$ cat src/design/page_framebuffer_glyph_blitter_core_assert.svh
// Assertion macros shared by the framebuffer glyph blitter files.
`ifndef PAGE_FRAMEBUFFER_GLYPH_BLITTER_CORE_ASSERT_SVH
`define PAGE_FRAMEBUFFER_GLYPH_BLITTER_CORE_ASSERT_SVH
// Implication checked on every rising clock edge outside reset.
`define PFGB_ASSERT_IMP(label, clk, rst_n, a, c) \
    label: assert property (@(posedge clk) disable iff (!rst_n) (a) |-> (c)) \
        else $error("assertion failed");
// Implication with the consequent checked in the cycle after the antecedent.
`define PFGB_ASSERT_NEXT(label, clk, rst_n, a, c) \
    label: assert property (@(posedge clk) disable iff (!rst_n) (a) |=> (c)) \
        else $error("assertion failed");
`endif

$ cat src/design/pfgb_pkg.sv
// Package with types and constants of the framebuffer glyph blitter.
package pfgb_pkg;
    localparam int ScreenWidth = 128;
    localparam int ScreenHeight = 64;
    localparam int PageCount = (ScreenHeight + 7) / 8;
    localparam int StoreBytes = PageCount * ScreenWidth;
    localparam int AddrW = $clog2(StoreBytes);

    localparam logic [2:0] CMD_SET = 3'd0;
    localparam logic [2:0] CMD_CLR = 3'd1;
    localparam logic [2:0] CMD_RECT = 3'd2;
    localparam logic [2:0] CMD_GLYPH = 3'd3;
    localparam logic [2:0] CMD_BYTE = 3'd4;
    localparam logic [2:0] CMD_READ = 3'd5;

    typedef struct packed {
        logic [2:0] cmd;
        logic signed [15:0] pos_x;
        logic signed [15:0] pos_y;
        logic [7:0] size_w;
        logic [7:0] size_h;
        logic [6:0] glyph_x_offset;
        logic signed [7:0] glyph_y_offset;
        logic [7:0] glyph_advance;
        logic ink;
        logic [7:0] bitmap_byte;
        logic [9:0] read_index;
    } req_t;

    typedef struct packed {
        logic [7:0] read_data;
        logic [9:0] read_echo;
    } rsp_t;

    // One pixel write request from the sequencer to the framebuffer.
    typedef struct packed {
        logic valid;
        logic signed [19:0] col;
        logic signed [19:0] row;
        logic on;
    } pix_t;
endpackage

$ cat src/design/pfgb_stream_if.sv
// Valid/ready channel carrying one payload.
interface pfgb_stream_if #(parameter type T = logic);
    logic valid;
    logic ready;
    T payload;
    modport source (output valid, output payload, input ready);
    modport sink (input valid, input payload, output ready);
endinterface

$ cat src/design/pfgb_fb.sv
// Framebuffer memory with a read-modify-write pixel pipeline and a read port.
module pfgb_fb (
    input logic clk,
    input logic rst_n,
    input pfgb_pkg::pix_t pix,
    input logic rd_req,
    input logic [9:0] rd_index,
    output logic clr_busy,
    output logic busy,
    output logic [7:0] rd_data
);
    import pfgb_pkg::*;
`include "page_framebuffer_glyph_blitter_core_assert.svh"

    logic [7:0] mem [StoreBytes];
    logic [AddrW:0] clr_reg;
    logic s1_valid_reg, s1_on_reg, rd_oob_reg;
    logic [AddrW-1:0] s1_addr_reg;
    logic [2:0] s1_bit_reg;
    logic [7:0] q_reg;
    logic in_screen;
    logic [AddrW-1:0] addr;
    logic [7:0] merged;

    assign clr_busy = !clr_reg[AddrW];
    assign busy = s1_valid_reg;
    assign in_screen = pix.col >= 0 && pix.col < ScreenWidth &&
                       pix.row >= 0 && pix.row < ScreenHeight;
    assign addr = AddrW'(((pix.row >>> 3) * ScreenWidth) + pix.col);

    always_comb
    begin
        merged = q_reg;
        merged[s1_bit_reg] = s1_on_reg;
    end

    always_ff @(posedge clk or negedge rst_n)
    begin
        if (!rst_n)
        begin
            clr_reg <= '0;
            s1_valid_reg <= 1'b0;
        end
        else
        begin
            if (clr_busy)
                clr_reg <= clr_reg + 1'b1;
            s1_valid_reg <= pix.valid && in_screen;
        end
    end

    always_ff @(posedge clk)
    begin
        s1_addr_reg <= addr;
        s1_bit_reg <= pix.row[2:0];
        s1_on_reg <= pix.on;
        rd_oob_reg <= rd_index >= StoreBytes;
        if (clr_busy)
            mem[clr_reg[AddrW-1:0]] <= '0;
        else if (s1_valid_reg)
            mem[s1_addr_reg] <= merged;
        if (pix.valid)
            q_reg <= mem[addr];
        else if (rd_req)
            q_reg <= mem[rd_index[AddrW-1:0]];
    end

    assign rd_data = rd_oob_reg ? 8'd0 : q_reg;

    `PFGB_ASSERT_IMP(a_no_pix_clear, clk, rst_n, clr_busy, !pix.valid)
    `PFGB_ASSERT_IMP(a_no_overlap, clk, rst_n, s1_valid_reg, !pix.valid && !rd_req)
    `PFGB_ASSERT_IMP(a_one_op, clk, rst_n, pix.valid, !rd_req)
endmodule

$ cat src/design/page_framebuffer_glyph_blitter_core.sv
// Top level of the page framebuffer glyph blitter.
// Usage: commands arrive on the req channel (pfgb_stream_if sink) and read
// results leave on the rsp channel (source). The framebuffer is a 128x64
// one-bit image in pages of eight rows, held in a 1024-byte memory.
// Each pixel is a read-modify-write: the memory byte is read, then the merged
// byte is written back; the sequencer waits for the write before the next read,
// so accesses to the same byte never overlap. A glyph start sweeps its margins
// as rectangles, and a bitmap byte walks its eight bits (fewer when the glyph
// ends inside it). A read result waits in the output register until taken.
// The pixel read-modify-write loop through the single memory port sets the
// rate of everything but reads.
// After reset the memory is cleared one byte per cycle, with no request accepted
// during that pass. Glyph state resets to zero, bar the bitmap byte and bit count.
// When the receiver stalls, a read result holds in the output register and
// no new request is taken until it is delivered.
module page_framebuffer_glyph_blitter_core (
    input logic clk,
    input logic rst_n,
    pfgb_stream_if.sink req,
    pfgb_stream_if.source rsp
);
    import pfgb_pkg::*;
`include "page_framebuffer_glyph_blitter_core_assert.svh"

    localparam logic [2:0] ST_IDLE = 3'd0;
    localparam logic [2:0] ST_RECT = 3'd1;   // sweeping a rectangle
    localparam logic [2:0] ST_BITS = 3'd2;   // walking bitmap bits
    localparam logic [2:0] ST_READ = 3'd3;   // memory read in flight
    localparam logic [2:0] ST_OUT = 3'd4;    // result waits for the receiver
    localparam logic [2:0] ST_WAIT = 3'd5;   // one pixel written, wait for memory

    logic [2:0] st_reg, st_next, ret_reg, ret_next;
    req_t r;
    // Rectangle sweep: origin, sizes and counters. A glyph start queues the
    // right margin as a second rectangle.
    logic signed [19:0] rx_reg, rx_next, ry_reg, ry_next;
    logic [8:0] rw_reg, rw_next, rh_reg, rh_next, ci_reg, ci_next, ri_reg, ri_next;
    logic on_reg, on_next;
    logic pend_reg, pend_next;
    logic signed [19:0] px2_reg, px2_next;
    logic [8:0] pw2_reg, pw2_next;
    // Glyph state.
    logic signed [19:0] gx_reg, gx_next, gy_reg, gy_next;
    logic [7:0] gw_reg, gw_next, gh_reg, gh_next, grow_reg, grow_next, gcol_reg, gcol_next;
    logic ginv_reg, ginv_next, gact_reg, gact_next;
    logic [7:0] bb_reg, bb_next;
    logic [3:0] k_reg, k_next;
    logic [9:0] echo_reg, echo_next;
    pix_t pix;
    logic rd_req, clr_busy, fb_busy;
    logic [7:0] rd_data;
    logic signed [19:0] ty;
    logic signed [19:0] yo;
    logic signed [19:0] rend;

    pfgb_fb u_fb (
        .clk(clk), .rst_n(rst_n), .pix(pix), .rd_req(rd_req),
        .rd_index(echo_reg), .clr_busy(clr_busy), .busy(fb_busy), .rd_data(rd_data)
    );

    assign r = req.payload;
    assign req.ready = st_reg == ST_IDLE && !clr_busy;
    assign rsp.valid = st_reg == ST_OUT;
    assign rsp.payload = {rd_data, echo_reg};
    assign rd_req = st_reg == ST_READ && !fb_busy;
    assign ty = 20'(ScreenHeight) - (gy_reg + 20'(grow_reg));
    assign yo = 20'(r.pos_y) + 20'(r.glyph_y_offset);
    assign rend = 20'(r.glyph_advance) + 20'sd1 - 20'(r.size_w) - 20'(r.glyph_x_offset);

    always_comb
    begin
        st_next = st_reg; ret_next = ret_reg;
        rx_next = rx_reg; ry_next = ry_reg; rw_next = rw_reg; rh_next = rh_reg;
        ci_next = ci_reg; ri_next = ri_reg; on_next = on_reg;
        pend_next = pend_reg; px2_next = px2_reg; pw2_next = pw2_reg;
        gx_next = gx_reg; gy_next = gy_reg; gw_next = gw_reg; gh_next = gh_reg;
        grow_next = grow_reg; gcol_next = gcol_reg; ginv_next = ginv_reg;
        gact_next = gact_reg; bb_next = bb_reg; k_next = k_reg; echo_next = echo_reg;
        pix = '0;
        case (st_reg)
            ST_IDLE:
            begin
                if (req.valid && req.ready)
                begin
                    case (r.cmd)
                        CMD_SET, CMD_CLR:
                        begin
                            pix.valid = 1'b1;
                            pix.col = 20'(r.pos_x);
                            pix.row = 20'(r.pos_y);
                            pix.on = r.cmd == CMD_SET;
                            ret_next = ST_IDLE;
                            st_next = ST_WAIT;
                        end
                        CMD_RECT:
                        begin
                            rx_next = 20'(r.pos_x); ry_next = 20'(r.pos_y);
                            rw_next = {1'b0, r.size_w}; rh_next = {1'b0, r.size_h};
                            ci_next = '0; ri_next = '0; on_next = r.ink;
                            pend_next = 1'b0;
                            st_next = ST_RECT;
                        end
                        CMD_GLYPH:
                        begin
                            rx_next = 20'(r.pos_x); ry_next = yo;
                            rw_next = {2'b0, r.glyph_x_offset}; rh_next = {1'b0, r.size_h};
                            ci_next = '0; ri_next = '0; on_next = r.ink;
                            pend_next = rend > 0;
                            px2_next = 20'(r.pos_x) + 20'(r.size_w) + 20'(r.glyph_x_offset);
                            pw2_next = rend[8:0];
                            gx_next = 20'(r.pos_x) + 20'(r.glyph_x_offset);
                            gy_next = yo;
                            gw_next = r.size_w; gh_next = r.size_h;
                            ginv_next = r.ink; grow_next = '0; gcol_next = '0;
                            gact_next = r.size_w != 0 && r.size_h != 0;
                            st_next = ST_RECT;
                        end
                        CMD_BYTE:
                        begin
                            if (gact_reg)
                            begin
                                bb_next = r.bitmap_byte;
                                k_next = '0;
                                st_next = ST_BITS;
                            end
                        end
                        CMD_READ:
                        begin
                            echo_next = r.read_index;
                            st_next = ST_READ;
                        end
                        default:
                        begin
                        end
                    endcase
                end
            end
            ST_RECT:
            begin
                if (rw_reg == 0 || rh_reg == 0 || ci_reg >= rw_reg)
                begin
                    if (pend_reg)
                    begin
                        pend_next = 1'b0;
                        rx_next = px2_reg; rw_next = pw2_reg;
                        ci_next = '0; ri_next = '0;
                    end
                    else
                        st_next = ST_IDLE;
                end
                else
                begin
                    pix.valid = 1'b1;
                    pix.col = rx_reg + 20'(ci_reg);
                    pix.row = 20'(ScreenHeight) - (ry_reg + 20'(ri_reg));
                    pix.on = on_reg;
                    if (ri_reg + 1'b1 >= rh_reg)
                    begin
                        ri_next = '0;
                        ci_next = ci_reg + 1'b1;
                    end
                    else
                        ri_next = ri_reg + 1'b1;
                    ret_next = ST_RECT;
                    st_next = ST_WAIT;
                end
            end
            ST_BITS:
            begin
                if (k_reg[3] || !gact_reg)
                    st_next = ST_IDLE;
                else if (gcol_reg == 0 && (ty < 0 || ty >= ScreenHeight))
                begin
                    gact_next = 1'b0;
                    st_next = ST_IDLE;
                end
                else
                begin
                    pix.valid = 1'b1;
                    pix.col = gx_reg + 20'(gcol_reg);
                    pix.row = ty;
                    pix.on = bb_reg[7] ^ ginv_reg;
                    bb_next = {bb_reg[6:0], 1'b0};
                    k_next = k_reg + 1'b1;
                    if (gcol_reg + 1'b1 >= gw_reg)
                    begin
                        gcol_next = '0;
                        grow_next = grow_reg + 1'b1;
                        if (grow_reg + 1'b1 >= gh_reg)
                            gact_next = 1'b0;
                    end
                    else
                        gcol_next = gcol_reg + 1'b1;
                    ret_next = ST_BITS;
                    st_next = ST_WAIT;
                end
            end
            ST_WAIT:
            begin
                st_next = ret_reg;
            end
            ST_READ:
            begin
                if (rd_req)
                    st_next = ST_OUT;
            end
            ST_OUT:
            begin
                if (rsp.ready)
                    st_next = ST_IDLE;
            end
            default:
            begin
                st_next = ST_IDLE;
            end
        endcase
    end

    always_ff @(posedge clk or negedge rst_n)
    begin
        if (!rst_n)
        begin
            st_reg <= ST_IDLE; ret_reg <= ST_IDLE;
            gx_reg <= '0; gy_reg <= '0; gw_reg <= '0; gh_reg <= '0;
            grow_reg <= '0; gcol_reg <= '0; ginv_reg <= 1'b0; gact_reg <= 1'b0;
            pend_reg <= 1'b0;
        end
        else
        begin
            st_reg <= st_next; ret_reg <= ret_next;
            gx_reg <= gx_next; gy_reg <= gy_next; gw_reg <= gw_next; gh_reg <= gh_next;
            grow_reg <= grow_next; gcol_reg <= gcol_next; ginv_reg <= ginv_next;
            gact_reg <= gact_next; pend_reg <= pend_next;
        end
    end

    always_ff @(posedge clk)
    begin
        rx_reg <= rx_next; ry_reg <= ry_next; rw_reg <= rw_next; rh_reg <= rh_next;
        ci_reg <= ci_next; ri_reg <= ri_next; on_reg <= on_next;
        px2_reg <= px2_next; pw2_reg <= pw2_next;
        bb_reg <= bb_next; k_reg <= k_next; echo_reg <= echo_next;
    end

    `PFGB_ASSERT_IMP(a_rsp_only_out, clk, rst_n, rsp.valid, st_reg == ST_OUT)
    `PFGB_ASSERT_NEXT(a_rsp_hold, clk, rst_n, rsp.valid && !rsp.ready, rsp.valid && $stable(echo_reg))
    `PFGB_ASSERT_NEXT(a_wait_after_pix, clk, rst_n, pix.valid, st_reg == ST_WAIT)
endmodule
$ cat src/flat_wrapper.sv
// flat-port wrapper written by rule: the top's interface ports become plain ports
module page_framebuffer_glyph_blitter_core_flat import pfgb_pkg::*;
  (clk, rst_n, req_valid, req_payload, req_ready, rsp_valid, rsp_payload, rsp_ready);
  pfgb_stream_if req_i ();
  pfgb_stream_if rsp_i ();
  input logic clk;
  input logic rst_n;
  input wire logic [$bits(req_i.valid)-1:0] req_valid;
  input wire logic [$bits(req_i.payload)-1:0] req_payload;
  output wire logic [$bits(req_i.ready)-1:0] req_ready;
  output wire logic [$bits(rsp_i.valid)-1:0] rsp_valid;
  output wire logic [$bits(rsp_i.payload)-1:0] rsp_payload;
  input wire logic [$bits(rsp_i.ready)-1:0] rsp_ready;
  assign req_i.valid = req_valid;
  assign req_i.payload = req_payload;
  assign req_ready = req_i.ready;
  assign rsp_valid = rsp_i.valid;
  assign rsp_payload = rsp_i.payload;
  assign rsp_i.ready = rsp_ready;
  page_framebuffer_glyph_blitter_core u_core (.clk(clk), .rst_n(rst_n), .req(req_i), .rsp(rsp_i));
endmodule
$ cat config.mk
export PLATFORM = sky130hd
export DESIGN_NAME = page_framebuffer_glyph_blitter_core_flat
export DESIGN_NICKNAME = d
export VERILOG_FILES = /design/src/design/pfgb_pkg.sv /design/src/design/pfgb_stream_if.sv /design/src/design/pfgb_fb.sv /design/src/design/page_framebuffer_glyph_blitter_core.sv /design/src/flat_wrapper.sv
export VERILOG_INCLUDE_DIRS = /design/src /design/src/design
export SDC_FILE = /design/constraint.sdc
export NUM_CORES = 1
export LEC_CHECK = 0
export ABC_AREA = 1
export BUFFER_PORTS_ARGS = -buffer_cell sky130_fd_sc_hd__buf_2
export CAP_MARGIN = 30
export CORE_MARGIN = 5
export CORE_UTILIZATION = 23
export CTS_CLUSTER_SIZE = 10
export DETAILED_ROUTE_END_ITERATION = 7
export PLACE_DENSITY_LB_ADDON = 0.3
export SYNTH_ARGS = -nofsm -noshare
export SYNTH_HDL_FRONTEND = slang
export SYNTH_SLANG_ARGS = --single-unit
$ cat constraint.sdc
create_clock -name clk -period 2.6 [get_ports clk]
set_clock_uncertainty 0.05 [all_clocks]
set_input_delay 0.26 -clock clk [delete_from_list [all_inputs] [get_ports clk]]
set_output_delay 0.26 -clock clk [all_outputs]
set_load 0.02 [all_outputs]
==> impl_metrics.csv <==
group,metric,value,unit
status,status,"complete, no violations",
cells_and_area,diodes,0,
logic_synthesis,ys_seq_area_share,48.2,%
timing,finalMaxSlewViolations,0,
timing,fin_crit,1.39,ns
die,ios,8,
die,core,0.00254,sq mm
die,dieHeight,62.1,um
flow_run,max_cap_violations,0,
critical_path,cp-end-kind,"output port",
global_routing,antenna_found_initial,0,
die,dieArea,0.00385,sq mm
global_routing,grt_max_degree,13,
pwr,power.leakage,0.350,nW
cells_and_area,drive_above_1_share,18.4,%
die,start_util,24.5,%
timing,whs,0.202,ns
die,die_w,62.1,um
timing,finalSetupTns,0,ns
clocking,numCtsBuffers,3,
logic_synthesis,avgSynthCellArea,8.90,sq um
logic_synthesis,synth-seq-cells,12,
clocking,root_buffer,"clkbuf_4",
timing,period_share,53.3,%
route,ant_nets,0,
critical_path,reg2reg_slack,1.28,ns
clocking,cts.sinks,12,
global_routing,grt.met1_usage,8.43,%
pwr,seqPwrFrac,61.9,%
route,drt-initial-drc-count,1,
cells_and_area,largest_reg_flops,11,
pwr,p_sw_share,19.6,%
cells_and_area,fillers,280,
clocking,cts_resized,0,
clocking,htreeDepth,1,
critical_path,crit_path_start_kind,"register",
route,drt-total-wl,963,um
clocking,path_clk_slew,0.07,ns
critical_path,r2r-start,"u_core.u_fb.clr_reg[0]$_DFFE_PN0N_",
route,drc_errors,0,
global_routing,grt_use_met2,8.14,%
global_routing,grt_pass1_vias,379,
pwr,switchingPower,0.0592,mW
critical_path,worst_ep_arrival_time,1.08,ns
global_routing,met3_usage,0.620,%
route,drt_pass1_iterations,2,
route,wire_per_inst,9.08,um
cells_and_area,post-route-util,27.4,%
placement,hpwlAfterDp,744,um
timing,finalSetupViolations,0,
placement,gp_congestion,0.716,
placement,port_buffers,3,
critical_path,critPathCapture,"req_ready",
critical_path,reg2reg_to,"u_core.u_fb.clr_reg[8]$_DFFE_PN0N_",
critical_path,worstSetupPathType,"reg -> out",
timing,rsz0062_at_grt,"no",
clocking,worstSkewPairLatency,0.26,ns
critical_path,crit_required,2.29,ns
logic_synthesis,syn_inst,70,
pwr,combPwrFrac,2.9,%
pwr,intPower,0.242,mW
critical_path,rr_worst_depth,8,
pwr,powerDensity,432,mW/mm^2
logic_synthesis,syn_area,623,sq um
timing,fmax,0.722,GHz
global_routing,overflow,0,
route,via_per_inst,3.89,
logic_synthesis,yosys_warnings,0,
pwr,irDropWorstVdd,213,uV
global_routing,grt_pass1_wl,1660,um
route,vias,412,
die,rows,18,
min_path,holdCritStartpoint,"req_valid",
logic_synthesis,synth_cell_types,19,
cells_and_area,nets,84,
clocking,cts_hold_buf,1,
cells_and_area,syn_to_final_growth,11.8,%
clocking,cts_buffer_depth,2,
clocking,postCtsSetupRepairBufs,0,
global_routing,grt_use_total,6.07,%
critical_path,crit_fanout,8,
timing,finalHoldViolations,0,
clocking,cts_tree,"built",
global_routing,busiest_layer,"met1",
critical_path,critPathLaunch,"u_core.u_fb.clr_reg[10]$_DFF_PN0_",
min_path,hp-class,"in -> reg",
pwr,power.share.clock,35.2,%
[kinds of logic after synthesis]
| logic type | count (synthesis) | synth area share (%) |
|---|---|---|
| other | 1 | 0.602 |
| and+or+nand+nor | 39 | 31.9 |
| buffers and inverters | 10 | 7.63 |
| adders and majority gates | 1 | 2.01 |
| AOI/OAI and AO/OA | 1 | 1.21 |
| xor gates and xnor gates | 6 | 8.43 |
| DFF | 12 | 48.2 |
[final cells by class]
class,count,area [sq um],share of cell area [%]
Sequential cell,12,300,43.1
Multi-Input combinational cell,49,279,40.0
Tap cell,30,37.5,5.39
Clock buffer,3,22.5,3.23
Timing Repair Buffer,4,25.0,3.59
Inverter,8,32.5,4.67
[cells in the final DEF, fill, tap and decap left out, types with 2 or more instances in the layout]
cell / count
clkbuf_4: 3
nor2_1: 5
buf_2: 3
nand2_1: 21
nand2_2: 3
nand4_1: 2
xor2_1: 2
nand3_1: 3
conb_1: 2
inv_1: 7
xnor2_1: 4
dfrtp_1: 12
[through the flow]
stage / setup slack, ns / cell area (sq um) / total power, mW / std cells
floorplan: 1.41 / 627 / 0.195 / 71
CTS: 1.19 / 697 / 0.311 / 106
detailed placement: 1.30 / 664 / 0.198 / 102
finish: 1.22 / 697 / 0.301 / 106
global placement: 1.30 / 664 / 0.198 / 102
global route: 1.12 / 697 / 0.321 / 106
[worst min path at each step]
stage / cells past startpoint / to / slack, ns
final: 2 / u_core.st_reg[0]$_DFFE_PN0P_ / 0.20
after global routing: 2 / u_core.st_reg[0]$_DFFE_PN0P_ / 0.19
after CTS: 2 / u_core.st_reg[0]$_DFFE_PN0P_ / 0.19
after detailed placement: 1 / u_core.u_fb.clr_reg[0]$_DFFE_PN0N_ / 0.11
after global placement: 1 / u_core.u_fb.clr_reg[0]$_DFFE_PN0N_ / 0.11
after floorplan: 0 / u_core.st_reg[0]$_DFFE_PN0P_ / -0.09
[power by group through the flow]
| stage | Combinational [mW] | Clock [mW] | Sequential (mW) |
|---|---|---|---|
| after floorplan | 0.00502 | 0 | 0.190 |
| after global placement | 0.00779 | 0 | 0.190 |
| after detailed placement | 0.00789 | 0 | 0.190 |
| after CTS | 0.00908 | 0.115 | 0.186 |
| after global routing | 0.0101 | 0.124 | 0.186 |
| final | 0.00865 | 0.106 | 0.187 |
[Yosys cell counts, drive strengths merged]
library cell | instances | area, sq um
conb | 1 | 3.75
inv | 8 | 32.5
nand2 | 25 | 109
o21bai | 1 | 7.51
nand4 | 2 | 12.5
xor2 | 2 | 17.5
buf | 2 | 15.0
ha | 1 | 12.5
xnor2 | 4 | 35.0
dfrtp | 12 | 300
nor2 | 7 | 45.1
nand3 | 4 | 25.0
nor3b | 1 | 7.51
[worst max-delay path, cell delays in order, from the launching register on]
cell and delay, ns:
dfrtp_1 0.47, inv_4 0.10, nor2_1 0.08, buf_2 0.16
[per-layer routing]
| layer | share of wire, % | vias to the layer above |
|---|---|---|
| li1 | - | 222 |
| met1 | 52 | 184 |
| met2 | 45 | 4 |
| met3 | 1.3 | 2 |
| met4 | 1.8 | 0 |
| met5 | 0 | - |
Power figures use the tool's default switching activity.
